### src/bscs_pkg.sv
// ----------------------------------------------------------------------------
// bscs_pkg
// Shared types and constants of the block shape cost selector.
// ----------------------------------------------------------------------------
package bscs_pkg;

  localparam int unsigned DimW  = 16;
  localparam int unsigned SideW = 25;

  typedef struct packed {
    logic [DimW-1:0]  image_x;
    logic [DimW-1:0]  image_y;
    logic [DimW-1:0]  image_z;
    logic [DimW-1:0]  image_t;
    logic [SideW-1:0] min_side_x;
    logic [SideW-1:0] min_side_y;
    logic [SideW-1:0] min_side_z;
    logic [SideW-1:0] min_side_t;
  } req_t;

  typedef struct packed {
    logic [SideW-1:0] block_x;
    logic [SideW-1:0] block_y;
    logic [SideW-1:0] block_z;
    logic [SideW-1:0] block_t;
    logic             fell_back;
  } res_t;

  // request as handed from front to back: target already reduced to log2
  typedef struct packed {
    req_t       req;
    logic [5:0] lb;
    logic [5:0] lc;
    logic       zero;
  } job_t;

endpackage

### src/bscs_front.sv
// ----------------------------------------------------------------------------
// bscs_front
// Accepts requests, reduces the target to log2 values, two-entry queue.
// ----------------------------------------------------------------------------
module bscs_front
  import bscs_pkg::*;
#(
  parameter int unsigned MaxLog2 = 24
) (
  input  logic             clk_i,
  input  logic             rst_ni,
  input  logic [SideW-1:0] target_i,
  input  logic             in_valid_i,
  output logic             in_ready_o,
  input  req_t             in_data_i,
  output logic             job_valid_o,
  input  logic             job_ready_i,
  output job_t             job_o
);

  job_t       mem_q [2];
  logic       wp_q, rp_q;
  logic [1:0] cnt_q;
  logic [5:0] lb, lc;
  logic [32:0] tgt;
  logic        push, pop;

  always_comb begin
    tgt = {8'd0, target_i};
    if (tgt > (33'd1 << MaxLog2)) tgt = 33'd1 << MaxLog2;
    lb = '0;
    lc = '0;
    for (int i = 1; i <= 32; i++) begin
      if (i <= MaxLog2 && (33'd1 << i) <= tgt) lb = 6'(i);
      if (i <= MaxLog2 && (33'd1 << (i - 1)) < tgt) lc = 6'(i);
    end
  end

  assign in_ready_o  = cnt_q != 2'd2;
  assign job_valid_o = cnt_q != 2'd0;
  assign job_o       = mem_q[rp_q];
  assign push        = in_valid_i && in_ready_o;
  assign pop         = job_valid_o && job_ready_i;

  always_ff @(posedge clk_i) begin
    if (push) begin
      mem_q[wp_q] <= '{req: in_data_i, lb: lb, lc: lc, zero: target_i == '0};
    end
  end

  always_ff @(posedge clk_i or negedge rst_ni) begin
    if (!rst_ni) begin
      wp_q  <= 1'b0;
      rp_q  <= 1'b0;
      cnt_q <= '0;
    end else begin
      if (push) wp_q <= ~wp_q;
      if (pop) rp_q <= ~rp_q;
      cnt_q <= cnt_q + {1'b0, push} - {1'b0, pop};
    end
  end

endmodule

### config.mk
export PLATFORM = sky130hd
export DESIGN_NAME = bscs_front
export DESIGN_NICKNAME = d
export VERILOG_FILES = /design/src/bscs_pkg.sv /design/src/bscs_front.sv
export SDC_FILE = /design/constraint.sdc
export NUM_CORES = 1
export LEC_CHECK = 0
export BUFFER_PORTS_ARGS = -buffer_cell sky130_fd_sc_hd__buf_2
export CAP_MARGIN = 5
export CELL_PAD_IN_SITES_DETAIL_PLACEMENT = 1
export CELL_PAD_IN_SITES_GLOBAL_PLACEMENT = 2
export CORE_MARGIN = 1.5
export CORE_UTILIZATION = 34
export DETAILED_ROUTE_END_ITERATION = 10
export PLACE_DENSITY = 0.84
export SLEW_MARGIN = 20
export SYNTH_ARGS = -nofsm -noshare
export SYNTH_HDL_FRONTEND = slang
export SYNTH_SLANG_ARGS = --single-unit
### constraint.sdc
create_clock -name clk_i -period 9 [get_ports clk_i]
set_input_delay 0.9 -clock clk_i [delete_from_list [all_inputs] [get_ports clk_i]]
set_output_delay 0.9 -clock clk_i [all_outputs]
set_load 0.02 [all_outputs]
After elaboration in Yosys (flattened, before gate mapping)

Memories as Yosys holds them, arrays and structs flattened.
Cells that the tools add are included.
Widths: inputs -> output; s select.

Flip-flop bits (word level): 4
RAM bits: 350
Output and inout port bits: 179
Word-level logic and storage cells: 113
Memories kept: 1

$add $sub $neg: 2
$lt $le $gt $ge: 49
Eq/ne operators: 1
Muxes and demuxes: 51
Bitwise operators: 2
Reduce and logical (&&, ||, !) cells: 4

Memories:

| name  | words | bits a word | read ports | clocked after memory_dff | write ports | RTL line         | source |
|---|---|---|---|---|---|---|---|
| mem_q | 2     | 175         | 1          | 0                        | 1           | bscs_front.sv:21 | `job_t mem_q [2];` |

Operator list:

| cell                 | number |
|---|---|
| $mux 5               | 18 |
| $mux 4               | 16 |
| $le 2x33->1 const A  | 1 |
| $gt 25x25->1 const B | 1 |
| $le 10x25->1 const A | 1 |
| $le 11x25->1 const A | 1 |
| $le 12x25->1 const A | 1 |
| $le 13x25->1 const A | 1 |
| $le 14x25->1 const A | 1 |
| $le 15x25->1 const A | 1 |
| $le 16x25->1 const A | 1 |
| $le 17x25->1 const A | 1 |
| $le 18x25->1 const A | 1 |
| $le 19x25->1 const A | 1 |
| $le 20x25->1 const A | 1 |
| $le 21x25->1 const A | 1 |
| $le 22x25->1 const A | 1 |
| $le 23x25->1 const A | 1 |
| $le 24x25->1 const A | 1 |
| $le 25x25->1 const A | 1 |
| $le 3x25->1 const A  | 1 |
| $le 4x25->1 const A  | 1 |
| $le 5x25->1 const A  | 1 |
| $le 6x25->1 const A  | 1 |
| 38 further kinds     | 53 |

Longest topological paths before layout

Depth in word-level cells: 27
Mapped depth: 9

Worst setup path before layout

No wires, ideal clock.

Path type: input to register
Start: in in_valid_i
End: mem mem_q[0][0] (netlist name) (enable)
Arrival time: 8260 ps
Required time: 8287 ps
Path slack: 27 ps
Cell stages on the path: 2
Cell sequence: nand2_1 nor2_1

Word-level cells in the longest chain between the ends: 3

Ends and longest elaborated chain:

| element                      | RTL line         | source |
|---|---|---|
| start, declared              | bscs_front.sv:13 | `input logic in_valid_i,` |
| $logic_and 1x1->1            | bscs_front.sv:42 | `assign push = in_valid_i && in_ready_o;` |
| $mux 1                       | bscs_front.sv:46 | `if (push) begin` |
| $mux 1 (not written as such) | bscs_front.sv:47 | `mem_q[wp_q] <= '{req: in_data_i, lb: lb, lc: lc, zero: target_i == '0};` |
| end, declared                | bscs_front.sv:21 |  |

Every way passes these cells.

==> results.cfg <==
[logic_synthesis]
synthDistinctLibCells = 57
syn-mean-instance-area_sq_um = 19.0
synth.area.top_cells = edfxtp_1, mux2_2, dfrtp_1
synth_area_sq_um = 13700
synth_top_area_cell = edfxtp_1
synth_enable_flop_cells = 350
ys_async_sr_fraction_pct = 1.13
ys_seq_area_share_pct = 77.2
synth_top_area_share_pct = 76.5
synth_cells = 725
synth_seq_cells = 354
synthFlopType = edfxtp_1
ys_warn_count = 0

[placed_design]
dp_hpwl_um = 23800
place_congestion = 0.863
numPortBuffers = 369

[global_route]
grt_pass1_wl_um = 50700
antenna_found_initial = 8
grt_usage_pct = 16.1
grt_max_degree = 77
grt_pass1_vias = 8606
overflow = 0

[routing]
antenna_left = 0
via_count = 7968
wl_per_cell_um = 20.6
dr.pass1.iters = 4
wl_um = 34300
vias_per_cell = 4.78
drc = 0
drt-initial-drc-count = 397

[worst_setup_path]
reg2reg_setup_slack_ns = 5.67
cpPeakStageDelay_ns = 0.93
rr_endpoint = mem_q[1][152]
cp.required_ns = 8.10
cp-start-kind = register
arrival_ns = 2.95
worstPathMaxFanout = 68
worst-setup-path-type = reg -> out
crit_chain = buf_4 > mux2_2 > buf_2
r2r_start = cnt_q[1]
worstRegToRegCells = 4
end_kind = output port
slowest_stage = dfrtp_4

[clock_tree]
clock_path_buffers = 3
clockRootBuffer = clkbuf_16
clock_latency_ns = 0.53
cts_buffers = 39
cts_setup_buffers = 0
cts_tree = yes
post_cts_resized = 0
clk_pin_slew_ns = 0.05
hold_buffers = 0
cts_htree_levels = 2
tritoncts_num_sinks = 354

[sta]
fin_skew_ns = 0.0150
hold_viol = 0
tightest_slew_ns = 1.05
maxSlewViolCount = 0
rsz0062_at_grt = no
final.setup.tns_ns = 0
period_share_pct = 42.8
fmax_mhz = 259
relSlewSlack_pct = 29.9
period_minus_slack_ns = 3.85
setup_viol = 0

[pwr]
p_leak_nw = 6.35
ir_worst_vdd_mv = 0.137
power.density_nw_per_um2 = 326

[floorplan]
fp.coreArea_sq_um = 39800
die_w_um = 204
io_pins = 372
die_h_um = 204
start_util_pct = 34.5
die_area_sq_um = 41600
placementRows = 73

[cells_and_area]
syn_to_final_growth_pct = 26.3
fin_util_pct = 43.6
final_cell_mix = buf_2, edfxtp_1, mux2_2
fin_nets = 1308
mostFrequentLayoutCell = buf_2
drive_above_1_share_pct = 54.1

[run]
maxCapViolCount = 0

[hold_path]
hp-class = in -> async

[run_status]
outcome = completed
[how the worst max path moves through the flow]
| stage | startpoint | end | slack, ns | depth (start not counted) |
|---|---|---|---|---|
| floorplan | in_valid_i | mem_q[0][0] | 0.03 | 2 |
| global placement | in_valid_i | mem_q[1][51] | 5.15 | 4 |
| detailed placement | in_valid_i | mem_q[1][19] | 5.14 | 4 |
| CTS | rp_q | job_o[137] | 5.04 | 3 |
| global route | rp_q | job_o[57] | 4.95 | 3 |
| finish | rp_q | job_o[57] | 5.15 | 3 |
[state kept, by name (all words and copies together), names as in the netlist]
| register | count |
|---|---|
| rp_q | 1 |
| mem_q | 350 |
| cnt_q | 2 |
| wp_q | 1 |
[cell families (layout without fill, tap and decap cells)]
family	Yosys count	in the layout	share of synthesized area, %
DFF	354	354	77.2
muxes	177	177	14.5
and+or+nand+nor	89	89	3.80
AOI/OAI and AO/OA	59	59	2.85
buffers and inverters	39	451	1.21
xor gates and xnor gates	4	4	0.255
adders and majority gates	2	2	0.182
other	1	6	0.0273
[cell usage after synthesis (5+ instances only)]
library cell and count:
edfxtp_1 350, a21oi_1 11, nor4_1 5, and3_1 5
clkbuf_1 22, inv_1 9, mux2_2 175, nor3_1 9
o21ai_0 17, nand3_1 6, nand2_1 12, nor2_1 24
[critical path, delay by kind of cell (launching register included)]
kind / cells / cell delay [ns]
buffers and inverters: 2 / 0.96
flip-flops: 1 / 0.93
multiplexers: 1 / 0.44
[metrics by stage]
stage | cells | setup WS [ns] | power [mW] | hold WS, ns | cell area, sq um
4_1_cts | 1663 | 5.04 | 5.76 | 0.135 | 17300
2_1_floorplan | 726 | 0.0270 | 3.68 | 0.460 | 13700
3_5_place_dp | 1597 | 5.14 | 4.27 | 0.496 | 16200
5_1_grt | 1666 | 4.95 | 5.93 | 0.148 | 17400
3_3_place_gp | 1597 | 5.15 | 4.22 | 0.478 | 16200
6_report | 1667 | 5.15 | 5.67 | 0.176 | 17400
[metal layers]
metal / global-route usage (%) / up-vias / share of wire (%)
li1: - / 3647 / -
met1: 18.7 / 3955 / 38
met2: 28.0 / 293 / 51
met3: 5.29 / 65 / 8.1
met4: 5.41 / 8 / 2.5
met5: 0 / - / 0.15
[power breakdown]
group,leakage (nW),switching (mW),internal (mW)
Clock,0.556,0.610,0.854
Sequential,3.29,0.132,2.26
Combinational,2.50,1.14,0.673
Total,6.35,1.88,3.78
[area by class of cell]
class	count	area (sq um)
clock inverter	16	139
multi-input combinational	333	2980
inverter	9	33.8
fill	4025	22500
antenna	4	10.0
clock buffer	50	1020
timing repair buffer	376	1900
sequential	354	10600
tap	525	657
Note: power is estimated with default switching activity, not from simulation.
